<file path="config.mk">
export PLATFORM = sky130hd
export DESIGN_NAME = quadrature_pulse_generator_flat
export DESIGN_NICKNAME = d
export VERILOG_FILES = /design/src/rtl/qpg_pkg.sv /design/src/rtl/qpg_if.sv /design/src/rtl/qpg_front.sv /design/src/rtl/qpg_div.sv /design/src/rtl/qpg_back.sv /design/src/rtl/quadrature_pulse_generator.sv /design/src/flat_wrapper.sv
export SDC_FILE = /design/constraint.sdc
export NUM_CORES = 1
export LEC_CHECK = 0
export BUFFER_PORTS_ARGS = -buffer_cell sky130_fd_sc_hd__buf_2
export CAP_MARGIN = 20
export CORE_MARGIN = 5
export CORE_UTILIZATION = 45
export DETAILED_ROUTE_END_ITERATION = 10
export REMOVE_ABC_BUFFERS = 1
export SETUP_SLACK_MARGIN = 0.2
export SLEW_MARGIN = 20
export SYNTH_ARGS = -nofsm -noshare
export SYNTH_HDL_FRONTEND = slang
export SYNTH_SLANG_ARGS = --single-unit
</file>
<file path="constraint.sdc">
create_clock -name clk -period 14.46 [get_ports clk]
set_input_delay 1.446 -clock clk [delete_from_list [all_inputs] [get_ports clk]]
set_output_delay 1.446 -clock clk [all_outputs]
set_load 0.02 [all_outputs]
</file>
<file path="src/rtl/qpg_pkg.sv">
// ----------------------------------------------------------------------------
// qpg_pkg
// Shared widths, register map, reset values and types of the quadrature
// pulse generator.
// ----------------------------------------------------------------------------
package qpg_pkg;

    // default sizing handed to the top level parameters
    localparam int ADC_BITS_DEF   = 10;
    localparam int COUNT_BITS_DEF = 16;

    // payload field widths
    localparam int POT_W  = 10;
    localparam int FREQ_W = 11;

    // configuration register widths
    localparam int DZ_W   = 10;
    localparam int MAXF_W = 10;
    localparam int TPS_W  = 16;

    // apb port
    localparam int ADDR_W  = 4;
    localparam int DATA_W  = 32;
    localparam int INDEX_W = ADDR_W - 2;

    // register indexes
    localparam logic [INDEX_W-1:0] REG_DEAD_ZONE     = 2'd0;
    localparam logic [INDEX_W-1:0] REG_MAX_FREQUENCY = 2'd1;
    localparam logic [INDEX_W-1:0] REG_TICKS_PER_SEC = 2'd2;

    // reset values of the registers
    localparam logic [DZ_W-1:0]   DEAD_ZONE_RST = 10'd1;
    localparam logic [MAXF_W-1:0] MAX_FREQ_RST  = 10'd140;
    localparam logic [TPS_W-1:0]  TPS_RST       = 16'd1000;

    // input queue depth
    localparam int QUEUE_DEPTH = 2;

    // one tick word as held in the input queue
    typedef struct packed {
        logic             run_enable;
        logic [POT_W-1:0] pot_value;
    } item_t;

    // live configuration seen by the sequencer
    typedef struct packed {
        logic [DZ_W-1:0]   dead_zone;
        logic [MAXF_W-1:0] max_frequency;
        logic [TPS_W-1:0]  ticks_per_second;
    } cfg_t;

endpackage

</file>
<file path="src/rtl/qpg_if.sv">
// ----------------------------------------------------------------------------
// qpg_in_if / qpg_out_if
// Valid/ready channels carrying tick words in and phase words out.
// ----------------------------------------------------------------------------
interface qpg_in_if;
    logic                      valid;
    logic                      ready;
    logic [qpg_pkg::POT_W-1:0] pot_value;
    logic                      run_enable;

    modport source (output valid, output pot_value, output run_enable, input ready);
    modport sink   (input valid, input pot_value, input run_enable, output ready);
endinterface

interface qpg_out_if;
    logic                              valid;
    logic                              ready;
    logic                              phase_a;
    logic                              phase_b;
    logic signed [qpg_pkg::FREQ_W-1:0] current_frequency;

    modport source (output valid, output phase_a, output phase_b,
                    output current_frequency, input ready);
    modport sink   (input valid, input phase_a, input phase_b,
                    input current_frequency, output ready);
endinterface

</file>
<file path="src/rtl/qpg_front.sv">
// ----------------------------------------------------------------------------
// qpg_front
// Accepts tick words and holds them in a short queue for the sequencer.
// ----------------------------------------------------------------------------
module qpg_front (
    input  logic            clk,
    input  logic            rst_n,
    qpg_in_if.sink          in_ch,
    output logic            q_valid,
    input  logic            q_ready,
    output qpg_pkg::item_t  q_item
);

    localparam int DEPTH = qpg_pkg::QUEUE_DEPTH;
    localparam int PTR_W = (DEPTH > 1) ? $clog2(DEPTH) : 1;
    localparam int CNT_W = $clog2(DEPTH + 1);

    qpg_pkg::item_t   mem_reg [DEPTH];
    logic [PTR_W-1:0] wr_ptr_reg, wr_ptr_next;
    logic [PTR_W-1:0] rd_ptr_reg, rd_ptr_next;
    logic [CNT_W-1:0] count_reg, count_next;
    logic             push;
    logic             pop;

    // handshake on both sides
    assign in_ch.ready = (count_reg != CNT_W'(DEPTH));
    assign q_valid     = (count_reg != '0);
    assign push        = in_ch.valid && in_ch.ready;
    assign pop         = q_valid && q_ready;
    assign q_item      = mem_reg[rd_ptr_reg];

    // pointer and fill count
    always_comb
    begin
        wr_ptr_next = wr_ptr_reg;
        rd_ptr_next = rd_ptr_reg;
        count_next  = count_reg;
        if (push)
        begin
            wr_ptr_next = (wr_ptr_reg == PTR_W'(DEPTH - 1)) ? '0 : wr_ptr_reg + 1'b1;
        end
        if (pop)
        begin
            rd_ptr_next = (rd_ptr_reg == PTR_W'(DEPTH - 1)) ? '0 : rd_ptr_reg + 1'b1;
        end
        if (push && !pop)
        begin
            count_next = count_reg + 1'b1;
        end
        else if (pop && !push)
        begin
            count_next = count_reg - 1'b1;
        end
    end

    always_ff @(posedge clk or negedge rst_n)
    begin
        if (!rst_n)
        begin
            wr_ptr_reg <= '0;
            rd_ptr_reg <= '0;
            count_reg  <= '0;
        end
        else
        begin
            wr_ptr_reg <= wr_ptr_next;
            rd_ptr_reg <= rd_ptr_next;
            count_reg  <= count_next;
        end
    end

    // queue storage
    always_ff @(posedge clk)
    begin
        if (push)
        begin
            mem_reg[wr_ptr_reg].run_enable <= in_ch.run_enable;
            mem_reg[wr_ptr_reg].pot_value  <= in_ch.pot_value;
        end
    end

endmodule

</file>
<file path="src/rtl/qpg_div.sv">
// ----------------------------------------------------------------------------
// qpg_div
// Restoring unsigned divider, one quotient bit per cycle.
// ----------------------------------------------------------------------------
module qpg_div #(
    parameter int DW = 21,
    parameter int VW = 10
) (
    input  logic          clk,
    input  logic          rst_n,
    input  logic          start,
    input  logic [DW-1:0] dividend,
    input  logic [VW-1:0] divisor,
    output logic          done,
    output logic [DW-1:0] quotient
);

    localparam int CW = (DW > 1) ? $clog2(DW) : 1;

    logic [DW-1:0] quo_reg;
    logic [VW-1:0] rem_reg;
    logic [VW-1:0] div_reg;
    logic [CW-1:0] cnt_reg;
    logic          busy_reg;
    logic          done_reg;
    logic [VW:0]   trial;
    logic          fits;
    logic [VW:0]   diff;

    // one restoring step
    assign trial = {rem_reg, quo_reg[DW-1]};
    assign fits  = (trial >= {1'b0, div_reg});
    assign diff  = trial - {1'b0, div_reg};

    always_ff @(posedge clk or negedge rst_n)
    begin
        if (!rst_n)
        begin
            busy_reg <= 1'b0;
            done_reg <= 1'b0;
            cnt_reg  <= '0;
        end
        else
        begin
            done_reg <= 1'b0;
            if (start)
            begin
                busy_reg <= 1'b1;
                cnt_reg  <= '0;
            end
            else if (busy_reg)
            begin
                cnt_reg <= cnt_reg + 1'b1;
                if (cnt_reg == CW'(DW - 1))
                begin
                    busy_reg <= 1'b0;
                    done_reg <= 1'b1;
                end
            end
        end
    end

    // datapath
    always_ff @(posedge clk)
    begin
        if (start)
        begin
            quo_reg <= dividend;
            rem_reg <= '0;
            div_reg <= divisor;
        end
        else if (busy_reg)
        begin
            quo_reg <= {quo_reg[DW-2:0], fits};
            rem_reg <= fits ? diff[VW-1:0] : trial[VW-1:0];
        end
    end

    assign done     = done_reg;
    assign quotient = quo_reg;

endmodule

</file>
<file path="src/rtl/qpg_back.sv">
// ----------------------------------------------------------------------------
// qpg_back
// Sequencer: steps the toggle sequence per tick, samples the pot when idle
// with run enabled and drives the output word register.
// ----------------------------------------------------------------------------
module qpg_back #(
    parameter int ADC_BITS   = qpg_pkg::ADC_BITS_DEF,
    parameter int COUNT_BITS = qpg_pkg::COUNT_BITS_DEF
) (
    input  logic           clk,
    input  logic           rst_n,
    input  qpg_pkg::cfg_t  cfg,
    input  logic           q_valid,
    output logic           q_ready,
    input  qpg_pkg::item_t q_item,
    qpg_out_if.source      out_ch
);

    localparam int FW = qpg_pkg::FREQ_W;
    localparam int MW = qpg_pkg::MAXF_W;
    localparam int PW = ADC_BITS + MW + 1;
    localparam int DW = qpg_pkg::TPS_W;
    localparam int VW = MW;
    localparam int WW = (DW > COUNT_BITS) ? DW : COUNT_BITS;
    localparam logic [PW-1:0] FULL = PW'((64'd1 << ADC_BITS) - 64'd1);
    localparam logic [WW-1:0] QMAX = WW'({COUNT_BITS{1'b1}});

    typedef enum logic [2:0] {
        ST_POP, ST_MUL, ST_FOLD, ST_FREQ, ST_DIV_START, ST_DIV_WAIT, ST_EMIT
    } state_t;

    typedef enum logic [1:0] {
        STEP_IDLE, STEP_FIRST, STEP_SECOND
    } step_t;

    state_t                state_reg, state_next;
    step_t                 step_reg, step_next;
    logic                  level_a_reg, level_a_next;
    logic                  level_b_reg, level_b_next;
    logic                  rev_reg, rev_next;
    logic [FW-1:0]         freq_reg, freq_next;
    logic [COUNT_BITS-1:0] quarter_reg, quarter_next;
    logic [COUNT_BITS-1:0] tc_reg, tc_next;
    logic [ADC_BITS-1:0]   pot_reg, pot_next;
    logic [PW-1:0]         prod_reg, prod_next;
    logic [PW-1:0]         scaled_reg, scaled_next;
    logic [MW-1:0]         mag_reg, mag_next;
    logic                  out_valid_reg, out_valid_next;
    logic                  out_a_reg, out_a_next;
    logic                  out_b_reg, out_b_next;
    logic [FW-1:0]         out_freq_reg, out_freq_next;

    logic                  div_start;
    logic [DW-1:0]         div_dividend;
    logic [VW-1:0]         div_divisor;
    logic                  div_done;
    logic [DW-1:0]         div_quotient;

    logic                  out_free;
    logic [COUNT_BITS-1:0] tc_dec;
    logic [FW-1:0]         freq_abs;
    logic [WW-1:0]         q4;
    logic [COUNT_BITS-1:0] quarter_val;
    logic [PW-1:0]         fold_hi;
    logic [PW-1:0]         scaled_fin;

    qpg_div #(
        .DW (DW),
        .VW (VW)
    ) u_div (
        .clk      (clk),
        .rst_n    (rst_n),
        .start    (div_start),
        .dividend (div_dividend),
        .divisor  (div_divisor),
        .done     (div_done),
        .quotient (div_quotient)
    );

    // helpers
    assign out_free = !out_valid_reg || out_ch.ready;
    assign tc_dec   = (tc_reg != '0) ? tc_reg - 1'b1 : tc_reg;
    assign freq_abs = freq_reg[FW-1] ? (~freq_reg + 1'b1) : freq_reg;
    assign q4       = WW'(div_quotient >> 2);

    // division by 2^ADC_BITS-1 by folding the high part onto the low part
    assign fold_hi    = prod_reg >> ADC_BITS;
    assign scaled_fin = (prod_reg == FULL) ? scaled_reg + 1'b1 : scaled_reg;

    // quarter length, at least one and saturated to the counter
    always_comb
    begin
        if (q4 == '0)
        begin
            quarter_val = COUNT_BITS'(1);
        end
        else if (q4 > QMAX)
        begin
            quarter_val = QMAX[COUNT_BITS-1:0];
        end
        else
        begin
            quarter_val = q4[COUNT_BITS-1:0];
        end
    end

    // divider operands
    assign div_start    = (state_reg == ST_DIV_START);
    assign div_dividend = cfg.ticks_per_second;
    assign div_divisor  = mag_reg;

    // sequencer
    always_comb
    begin
        state_next     = state_reg;
        step_next      = step_reg;
        level_a_next   = level_a_reg;
        level_b_next   = level_b_reg;
        rev_next       = rev_reg;
        freq_next      = freq_reg;
        quarter_next   = quarter_reg;
        tc_next        = tc_reg;
        pot_next       = pot_reg;
        prod_next      = prod_reg;
        scaled_next    = scaled_reg;
        mag_next       = mag_reg;
        out_valid_next = out_valid_reg;
        out_a_next     = out_a_reg;
        out_b_next     = out_b_reg;
        out_freq_next  = out_freq_reg;
        q_ready        = 1'b0;

        if (out_valid_reg && out_ch.ready)
        begin
            out_valid_next = 1'b0;
        end

        case (state_reg)
            ST_POP:
            begin
                q_ready = 1'b1;
                if (q_valid)
                begin
                    state_next = ST_EMIT;
                    if (step_reg != STEP_IDLE)
                    begin
                        // running sequence: count down and toggle
                        tc_next = tc_dec;
                        if (tc_dec == '0)
                        begin
                            if (step_reg == STEP_FIRST)
                            begin
                                if (rev_reg)
                                begin
                                    level_b_next = !level_b_reg;
                                end
                                else
                                begin
                                    level_a_next = !level_a_reg;
                                end
                                tc_next   = quarter_reg;
                                step_next = STEP_SECOND;
                            end
                            else
                            begin
                                if (rev_reg)
                                begin
                                    level_a_next = !level_a_reg;
                                end
                                else
                                begin
                                    level_b_next = !level_b_reg;
                                end
                                step_next = STEP_IDLE;
                            end
                        end
                    end
                    else if (q_item.run_enable)
                    begin
                        pot_next   = ADC_BITS'(q_item.pot_value);
                        state_next = ST_MUL;
                    end
                end
            end
            ST_MUL:
            begin
                prod_next   = PW'(pot_reg) * PW'({cfg.max_frequency, 1'b0});
                scaled_next = '0;
                state_next  = ST_FOLD;
            end
            ST_FOLD:
            begin
                if (fold_hi != '0)
                begin
                    scaled_next = scaled_reg + fold_hi;
                    prod_next   = (prod_reg & FULL) + fold_hi;
                end
                else
                begin
                    freq_next  = scaled_fin[FW-1:0] - {1'b0, cfg.max_frequency};
                    state_next = ST_FREQ;
                end
            end
            ST_FREQ:
            begin
                mag_next = freq_abs[MW-1:0];
                if (freq_abs[MW-1:0] > cfg.dead_zone)
                begin
                    state_next = ST_DIV_START;
                end
                else
                begin
                    state_next = ST_EMIT;
                end
            end
            ST_DIV_START:
            begin
                state_next = ST_DIV_WAIT;
            end
            ST_DIV_WAIT:
            begin
                if (div_done)
                begin
                    quarter_next = quarter_val;
                    tc_next      = quarter_val;
                    rev_next     = freq_reg[FW-1];
                    step_next    = STEP_FIRST;
                    state_next   = ST_EMIT;
                end
            end
            ST_EMIT:
            begin
                if (out_free)
                begin
                    out_valid_next = 1'b1;
                    out_a_next     = level_a_reg;
                    out_b_next     = level_b_reg;
                    out_freq_next  = freq_reg;
                    state_next     = ST_POP;
                end
            end
            default:
            begin
                state_next = ST_POP;
            end
        endcase
    end

    always_ff @(posedge clk or negedge rst_n)
    begin
        if (!rst_n)
        begin
            state_reg     <= ST_POP;
            step_reg      <= STEP_IDLE;
            level_a_reg   <= 1'b0;
            level_b_reg   <= 1'b0;
            rev_reg       <= 1'b0;
            freq_reg      <= '0;
            quarter_reg   <= '0;
            tc_reg        <= '0;
            pot_reg       <= '0;
            prod_reg      <= '0;
            scaled_reg    <= '0;
            mag_reg       <= '0;
            out_valid_reg <= 1'b0;
            out_a_reg     <= 1'b0;
            out_b_reg     <= 1'b0;
            out_freq_reg  <= '0;
        end
        else
        begin
            state_reg     <= state_next;
            step_reg      <= step_next;
            level_a_reg   <= level_a_next;
            level_b_reg   <= level_b_next;
            rev_reg       <= rev_next;
            freq_reg      <= freq_next;
            quarter_reg   <= quarter_next;
            tc_reg        <= tc_next;
            pot_reg       <= pot_next;
            prod_reg      <= prod_next;
            scaled_reg    <= scaled_next;
            mag_reg       <= mag_next;
            out_valid_reg <= out_valid_next;
            out_a_reg     <= out_a_next;
            out_b_reg     <= out_b_next;
            out_freq_reg  <= out_freq_next;
        end
    end

    // output word
    assign out_ch.valid             = out_valid_reg;
    assign out_ch.phase_a           = out_a_reg;
    assign out_ch.phase_b           = out_b_reg;
    assign out_ch.current_frequency = out_freq_reg;

endmodule

</file>
<file path="src/rtl/quadrature_pulse_generator.sv">
// ----------------------------------------------------------------------------
// quadrature_pulse_generator
// Emulates the two quadrature outputs of a spinning encoder, one tick a word.
//
// in_ch takes one tick word (pot_value, run_enable); out_ch returns one word
// per tick with phase_a, phase_b and the last sampled current_frequency.
// The apb port holds dead_zone, max_frequency and ticks_per_second at byte
// addresses 0, 4 and 8; write them only while no tick is in flight.
// A tick during a running sequence or with run low passes from acceptance
// to out_ch valid through a queue pop with state update and an output load.
// A sampling tick adds a multiply and 1 to 4 fold steps that scale the pot;
// above the dead zone a one-bit-per-cycle divider then gives the quarter
// length. Ticks are handled one at a time.
// If out_ch stalls, the output register holds its word, the sequencer waits
// with the next word, the two-word queue fills and in_ch.ready drops.
// Reset clears the phases, frequency and sequence, and loads the register
// defaults 1, 140 and 1000.
// ----------------------------------------------------------------------------
module quadrature_pulse_generator #(
    parameter int ADC_BITS   = qpg_pkg::ADC_BITS_DEF,
    parameter int COUNT_BITS = qpg_pkg::COUNT_BITS_DEF
) (
    input  logic                        clk,
    input  logic                        rst_n,
    qpg_in_if.sink                      in_ch,
    qpg_out_if.source                   out_ch,
    input  logic                        psel,
    input  logic                        penable,
    input  logic                        pwrite,
    input  logic [qpg_pkg::ADDR_W-1:0]  paddr,
    input  logic [qpg_pkg::DATA_W-1:0]  pwdata,
    output logic [qpg_pkg::DATA_W-1:0]  prdata,
    output logic                        pready
);

    logic [qpg_pkg::DZ_W-1:0]    dead_zone_reg;
    logic [qpg_pkg::MAXF_W-1:0]  max_freq_reg;
    logic [qpg_pkg::TPS_W-1:0]   tps_reg;
    logic [qpg_pkg::INDEX_W-1:0] reg_index;
    logic                        wr_en;
    qpg_pkg::cfg_t               cfg;
    logic                        q_valid;
    logic                        q_ready;
    qpg_pkg::item_t              q_item;

    // register file
    assign pready    = 1'b1;
    assign reg_index = paddr[qpg_pkg::ADDR_W-1:2];
    assign wr_en     = psel && penable && pwrite;

    always_ff @(posedge clk or negedge rst_n)
    begin
        if (!rst_n)
        begin
            dead_zone_reg <= qpg_pkg::DEAD_ZONE_RST;
            max_freq_reg  <= qpg_pkg::MAX_FREQ_RST;
            tps_reg       <= qpg_pkg::TPS_RST;
        end
        else if (wr_en)
        begin
            case (reg_index)
                qpg_pkg::REG_DEAD_ZONE:
                begin
                    dead_zone_reg <= pwdata[qpg_pkg::DZ_W-1:0];
                end
                qpg_pkg::REG_MAX_FREQUENCY:
                begin
                    max_freq_reg <= pwdata[qpg_pkg::MAXF_W-1:0];
                end
                qpg_pkg::REG_TICKS_PER_SEC:
                begin
                    tps_reg <= pwdata[qpg_pkg::TPS_W-1:0];
                end
                default:
                begin
                end
            endcase
        end
    end

    // read back
    always_comb
    begin
        case (reg_index)
            qpg_pkg::REG_DEAD_ZONE:     prdata = qpg_pkg::DATA_W'(dead_zone_reg);
            qpg_pkg::REG_MAX_FREQUENCY: prdata = qpg_pkg::DATA_W'(max_freq_reg);
            qpg_pkg::REG_TICKS_PER_SEC: prdata = qpg_pkg::DATA_W'(tps_reg);
            default:                    prdata = '0;
        endcase
    end

    assign cfg.dead_zone        = dead_zone_reg;
    assign cfg.max_frequency    = max_freq_reg;
    assign cfg.ticks_per_second = tps_reg;

    // tick queue
    qpg_front u_front (
        .clk     (clk),
        .rst_n   (rst_n),
        .in_ch   (in_ch),
        .q_valid (q_valid),
        .q_ready (q_ready),
        .q_item  (q_item)
    );

    // sequencer and output register
    qpg_back #(
        .ADC_BITS   (ADC_BITS),
        .COUNT_BITS (COUNT_BITS)
    ) u_back (
        .clk     (clk),
        .rst_n   (rst_n),
        .cfg     (cfg),
        .q_valid (q_valid),
        .q_ready (q_ready),
        .q_item  (q_item),
        .out_ch  (out_ch)
    );

endmodule
</file>
<file path="src/flat_wrapper.sv">
// flat-port wrapper written by rule: the top's interface ports become plain ports
module quadrature_pulse_generator_flat 
#(
    parameter int ADC_BITS   = qpg_pkg::ADC_BITS_DEF,
    parameter int COUNT_BITS = qpg_pkg::COUNT_BITS_DEF
)
  (clk, rst_n, psel, penable, pwrite, paddr, pwdata, prdata, pready, in_ch_valid, in_ch_pot_value, in_ch_run_enable, in_ch_ready, out_ch_valid, out_ch_phase_a, out_ch_phase_b, out_ch_current_frequency, out_ch_ready);
  qpg_in_if in_ch_i ();
  qpg_out_if out_ch_i ();
  input  logic clk;
  input  logic rst_n;
  input  logic psel;
  input  logic penable;
  input  logic pwrite;
  input  logic [qpg_pkg::ADDR_W-1:0] paddr;
  input  logic [qpg_pkg::DATA_W-1:0] pwdata;
  output logic [qpg_pkg::DATA_W-1:0] prdata;
  output logic pready;
  input wire logic [$bits(in_ch_i.valid)-1:0] in_ch_valid;
  input wire logic [$bits(in_ch_i.pot_value)-1:0] in_ch_pot_value;
  input wire logic [$bits(in_ch_i.run_enable)-1:0] in_ch_run_enable;
  output wire logic [$bits(in_ch_i.ready)-1:0] in_ch_ready;
  output wire logic [$bits(out_ch_i.valid)-1:0] out_ch_valid;
  output wire logic [$bits(out_ch_i.phase_a)-1:0] out_ch_phase_a;
  output wire logic [$bits(out_ch_i.phase_b)-1:0] out_ch_phase_b;
  output wire logic [$bits(out_ch_i.current_frequency)-1:0] out_ch_current_frequency;
  input wire logic [$bits(out_ch_i.ready)-1:0] out_ch_ready;
  assign in_ch_i.valid = in_ch_valid;
  assign in_ch_i.pot_value = in_ch_pot_value;
  assign in_ch_i.run_enable = in_ch_run_enable;
  assign in_ch_ready = in_ch_i.ready;
  assign out_ch_valid = out_ch_i.valid;
  assign out_ch_phase_a = out_ch_i.phase_a;
  assign out_ch_phase_b = out_ch_i.phase_b;
  assign out_ch_current_frequency = out_ch_i.current_frequency;
  assign out_ch_i.ready = out_ch_ready;
  quadrature_pulse_generator #(.ADC_BITS(ADC_BITS), .COUNT_BITS(COUNT_BITS)) u_core (.clk(clk), .rst_n(rst_n), .in_ch(in_ch_i), .out_ch(out_ch_i), .psel(psel), .penable(penable), .pwrite(pwrite), .paddr(paddr), .pwdata(pwdata), .prdata(prdata), .pready(pready));
endmodule
</file>
# Word-level counts from Yosys, hierarchy flattened
# Memories as Yosys holds them, arrays and structs flattened.
# Cells that the tools add are included.
[word_totals] reg_bits=209 latchBits=0 ramBits=22 romBits=0 in_bits=54 out_inout_bits=48 elab_cells=166 memories=1
[op_classes] n_addsub=12 multipliers=1 n_div=0 n_lt_le_gt_ge=3 eq_ne=22 shift=0 muxes=57 bitwise_logic=3 reduce_logical=39
[mem_list] memory="u_core.u_front.mem_reg" words=2 width=11 rd=1 rd_ports_with_merged_regs=0 write_ports=1 line="qpg_front.sv:18" rtl="qpg_pkg::item_t mem_reg [DEPTH];"
[op_table] cell="16-bit 2-to-1 mux" n=10
[op_table] cell="21-bit case mux with 2 select lines" n=2
[op_table] cell="16-bit case mux with 3 select lines" n=1
[op_table] cell="21-bit 2-to-1 mux" n=2
[op_table] cell="16-bit zero test" n=2
[op_table] cell="16-bit case mux with 2 select lines" n=1
[op_table] cell="21-bit by 11-bit adder with 21-bit output" n=1
[op_table] cell="21-bit by 10-bit equality test with 1-bit output, second input constant" n=1
[op_table] cell="3-bit case mux with 7 select lines" n=1
[op_table] cell="21-bit nonzero test" n=1
[op_table] cell="10-bit by 10-bit multiplier with 20-bit output" n=1
[op_table] cell="1-bit 2-to-1 mux" n=20
[op_table] cell="10-bit 2-to-1 mux" n=2
[op_table] cell="3-bit 2-to-1 mux" n=6
[op_table] cell="14-bit by 16-bit greater-than comparator with 1-bit output, second input constant" n=1
[op_table] cell="2-bit 2-to-1 mux" n=8
[op_table] cell="2-bit != test, second input constant" n=8
[op_table] cell="16-bit nonzero test" n=1
[op_table] cell="16-bit by 1-bit subtractor with 16-bit output, second input constant" n=1
[op_table] cell="2-bit AND reduction" n=7
[op_table] cell="2-bit nonzero test" n=7
[op_table] cell="10-bit by 11-bit adder with 12-bit output" n=1
[op_table] cell="4-bit AND reduction" n=3
[op_table] cell="6-bit AND reduction" n=2
[op_table] cell="28 further kinds" n=47

# Depth between registers and ports, before layout
[depth] word_depth=7 depth_mapped=22 depth_no_buf=20

# By module
# Synthesis repeated with hierarchy kept, for this count alone.
[unflattened] hier_cells=1562 hier_area_um2=15584.9
[by_module_without_submodules] module="qpg_back" instances=1 cells_per_inst=1189 area_each_um2=10586.4 seq_area_each_um2=2877.8
[by_module_without_submodules] module="qpg_div" instances=1 cells_per_inst=183 area_each_um2=2182.1 seq_area_each_um2=1131.1
[by_module_without_submodules] module="quadrature_pulse_generator" instances=1 cells_per_inst=138 area_each_um2=1813.0 seq_area_each_um2=913.4
[by_module_without_submodules] module="qpg_front" instances=1 cells_per_inst=52 area_each_um2=1003.5 seq_area_each_um2=760.7

# Worst setup path after synthesis
# No wires, ideal clock.
[synth_path] kind="register to register" start="reg u_core.max_freq_reg[3] (netlist name)" end="reg u_core.u_back.prod_reg[18]" setup_time_ns=0.122 arrival_ns=5.522 t_required_ns=14.338 slack_ns=8.817 path_stages_with_launch=21 n_path_buf=2 period_less_slack_ns=5.643 path_cell_list="dfstp_2 -> clkbuf_1 -> nand2_1 -> fa_1 -> inv_1 -> fa_1 -> fa_1 -> fa_1 -> inv_1 -> fa_1 -> inv_1 -> ha_1 -> clkbuf_1 -> a21o_1 -> a2111oi_0 -> a21boi_0 -> nand2b_1 -> o211ai_1 -> a21oi_1 -> nand2b_1 -> a32o_1"
[synth_via] elab_chain_len=2
[synth_lines] item="start, declared" line="quadrature_pulse_generator.sv:37" rtl="logic [qpg_pkg::MAXF_W-1:0] max_freq_reg;"
[synth_lines] item="start signal, assigned" line="quadrature_pulse_generator.sv:56" rtl="max_freq_reg <= qpg_pkg::MAX_FREQ_RST;"
[synth_lines] item="start signal, assigned" line="quadrature_pulse_generator.sv:68" rtl="max_freq_reg <= pwdata[qpg_pkg::MAXF_W-1:0];"
[synth_lines] item="10-bit by 10-bit multiplier with 20-bit output" line="qpg_back.sv:187" rtl="prod_next = PW'(pot_reg) * PW'({cfg.max_frequency, 1'b0});"
[synth_lines] item="21-bit case mux with 2 select lines" line="qpg_back.sv:138" rtl="case (state_reg)"
[synth_lines] item="end signal, assigned" line="qpg_back.sv:281" rtl="prod_reg <= prod_next;"
[synth_lines] item="end, declared" line="qpg_back.sv:45" rtl="logic [PW-1:0] prod_reg, prod_next;"
# No other way between the ends.
# A chain may end at the register's enable or synchronous reset.

# Worst setup path in the final report
[layout_path] start="reg u_core.max_freq_reg[9] (netlist name)" end="reg u_core.u_back.prod_reg[18]"
# Same word-level chain as after synthesis.

==> impl_results.md <==
* Status: completed
* GPL Wtd Cong at around 0.86
* Worst Slack Setup Final at approximately 8.4 ns
* Avg Cell Area, Syn at 9.61 sq um
* Fin. max-slew vios at 0
* Synth Register Bits at 219
* RSZ-0062 raised after global routing: false
* GRT Util Overall at a little under a fifth
* DP HPWL at 25900 um
* TNS Setup at 0 ns
* DRC Markers at 0
* Crit-path max FO at 13
* # fillers at between 3000 and 4000
* Initial DRC Count at between 500 and 600
* Setup WS pre-CTS at between 8 and 9 ns
* Ports at ~100
* HP Start: u_core.u_back.div_divisor[7]
* Sw Ratio at approximately a quarter
* CP Capture Type: flop
* Antenna viol nets, final at 0
* Yosys cell types at between 70 and 80
* Tightest Pin Transition at 1.05 ns
* Cell-internal power at between 1 and 1.5 mW
* R2R Path Start: u_core.max_freq_reg[9]
* Switching pwr at around 400 uW
* Routed via count at 11200
* DIE WIDTH at 194 um
* Fin crit share at 41.7%
* Die area at approximately 0.038 sq mm
* Clock Root Buffer: clkbuf_16
* Comb pwr share at 9.2%
* WHS at about 0.44 ns
* Post-synth EDFFs at between 40 and 50
* Final hold vios at 0
* First-pass GRT wire length at approximately 59000 um
* Vias in the first global route at approximately 11000
* CTS tree: done
* Skew-Pair Late Insertion Delay at about 0.54 ns
* Row Count at 67
* Gate count of the mapped netlist at ~1600
* Fmax at roughly 170 MHz
* DR WL/cell at 16.9 um
* Largest net degree at the start of global routing at between 90 and 100
* Clk buf depth at 3
* Asr flop ratio synth at about three quarters
* Seq/Total Area, Yosys at 37.4%
* CTS H-Tree Depth at 1
* Reg clk slew, reported paths at 0.06 ns
* Power Dens Cells at 93.4 mW/mm^2
* Post-layout util at between 50 and 60%
* Port-buffer cells at 66
* Drt pass-1 iters at 7
* MaxCap Viol Count at 0
* CTS Buf Count at 26
* Crit Path Category: flop to flop
* Hold Path Class: flop to flop
* Peak supply drop at 0.0915 mV
* Max FFs per register at 22
* Syn-to-layout area delta at 10.3%
* Total grt overflow at 0
* Initial Util at between 40% and 50%
* Top FF cell, synth: dfrtp_1
* Lkg Pwr at between 8 and 9 nW
* Worst EP required at 14.88 ns
* CP startpoint: u_core.max_freq_reg[9]
* Clock Skew at about 0.019 ns
* CTS resizes at 0
* Crit path time final at around 6 ns
* Vias per Instance at around 5.4
* Die H at ~190 um
* Fin nets at between 1500 and 2000
* CORE AREA at ~0.033 sq mm
* # setup viols final at 0
* Synthesized cell area at ~0.015 sq mm
* Crit path DAT at between 6 and 7 ns
* Clock network power share at between 40% and 50%
* Total Wirelength at around 35000 um
* CTS sink count at about 220
* Postcts setup bufs at 0
* Initial antenna violation count at 0
* Register share of total power at approximately 47%
* Worst slew margin at between 20% and 30%
* Fraction of layout cells with a size suffix above 1 at a little under an eighth
* Crit path launch type: flop
* Synth Warn # at 0
* CTS hold repair buffers at 0
==> per-stage QoR <==
step	total power, mW	std cells	cell area [sq um]
3_3_place_gp	0.884	2036	15800
3_5_place_dp	0.889	2036	15800
2_1_floorplan	0.815	1513	14900
6_report	1.56	2085	16800
5_1_grt	1.63	2084	16800
4_1_cts	1.59	2084	16700
==> final timing paths <==
| check | to | slack [ns] | depth (start not counted) |
|---|---|---|---|
| max reg2reg | u_core.u_back.prod_reg[18] | 8.43 | 18 |
| max in group asynchronous | u_core.u_back.prod_reg[15] | 12.00 | 2 |
| min | u_core.u_back.u_div.div_reg[7] | 0.44 | 0 |
| min reg2reg | u_core.u_back.u_div.div_reg[7] | 0.44 | 0 |
| min in group asynchronous | u_core.u_back.tc_reg[10] | 1.02 | 1 |
| max | u_core.u_back.prod_reg[18] | 8.43 | 18 |
==> metal layers <==
layer	track usage, %	wire length, um	up-vias
met1	25.0	16300	5516
met2	32.5	16900	160
met3	2.40	1230	45
met4	4.48	761	0
li1	-	-	5484
met5	0	0	-
==> power groups by stage <==
stage	registers, mW	logic [mW]	clock network [mW]
2_1_floorplan	0.718	0.0973	0
3_3_place_gp	0.741	0.142	0
3_5_place_dp	0.744	0.145	0
4_1_cts	0.732	0.146	0.711
5_1_grt	0.739	0.162	0.732
6_report	0.732	0.143	0.690
==> synth_stat cells, types with 25 or more instances <==
master | count | area, sq um
a21oi_1 | 61 | 305
and2_1 | 76 | 475
clkbuf_1 | 58 | 218
dfrtp_1 | 151 | 3780
edfxtp_1 | 48 | 1440
fa_1 | 66 | 1320
ha_1 | 111 | 1390
inv_1 | 114 | 428
mux2_2 | 53 | 597
mux2i_1 | 31 | 310
nand2_1 | 233 | 875
nand3_1 | 25 | 125
nor2_1 | 69 | 259
nor3_1 | 30 | 150
o21ai_0 | 94 | 470
xnor2_1 | 47 | 412
xor2_1 | 30 | 263
==> cell type report <==
type,count,area [sq um],area share (%)
inverters,114,428,2.55
clock inverters,15,194,1.16
repair buffers,75,404,2.41
multi-input cells,1180,8770,52.3
flip-flops and latches,219,5680,33.9
well taps,448,561,3.35
clock buffers,33,718,4.29
diodes,1,2.50,0.0149
==> logic make-up (layout without fill, tap and decap cells) <==
kind of cell,Yosys count,count (layout),share of synthesized area [%]
AOI/OAI and AO/OA,289,289,11.9
xor gates and xnor gates,77,77,4.44
adders and majority gates,177,177,17.8
buffers and inverters,197,237,5.36
DFF,219,219,37.4
muxes,84,84,5.97
other,2,18,0.0494
and+or+nand+nor,536,536,17.0
==> cell usage in the layout (no fill, tap or decap), types with 47 or more instances in the layout <==
master | netlist | routed
nand2_1 | 233 | 233
dfrtp_1 | 151 | 151
inv_1 | 114 | 114
ha_1 | 111 | 111
o21ai_0 | 94 | 94
and2_1 | 76 | 76
nor2_1 | 69 | 69
fa_1 | 66 | 66
buf_2 | 2 | 65
a21oi_1 | 61 | 61
mux2_2 | 53 | 53
edfxtp_1 | 48 | 48
xnor2_1 | 47 | 47
==> worst max-delay path: stages (launching register included) <==
cell and delay, ns:
dfrtp_1 0.70, nand2_1 0.17, fa_1 0.54, fa_1 0.55, inv_1 0.06, fa_1 0.51
fa_1 0.57, inv_1 0.06, fa_1 0.54, inv_1 0.04, ha_1 0.37, a21o_1 0.22
a2111oi_0 0.44, a21boi_0 0.23, nand2b_1 0.22, o211ai_1 0.13, a21oi_1 0.23, nand2b_1 0.08
a32o_1 0.25
No activity file was read; power rests on OpenSTA's default activity.
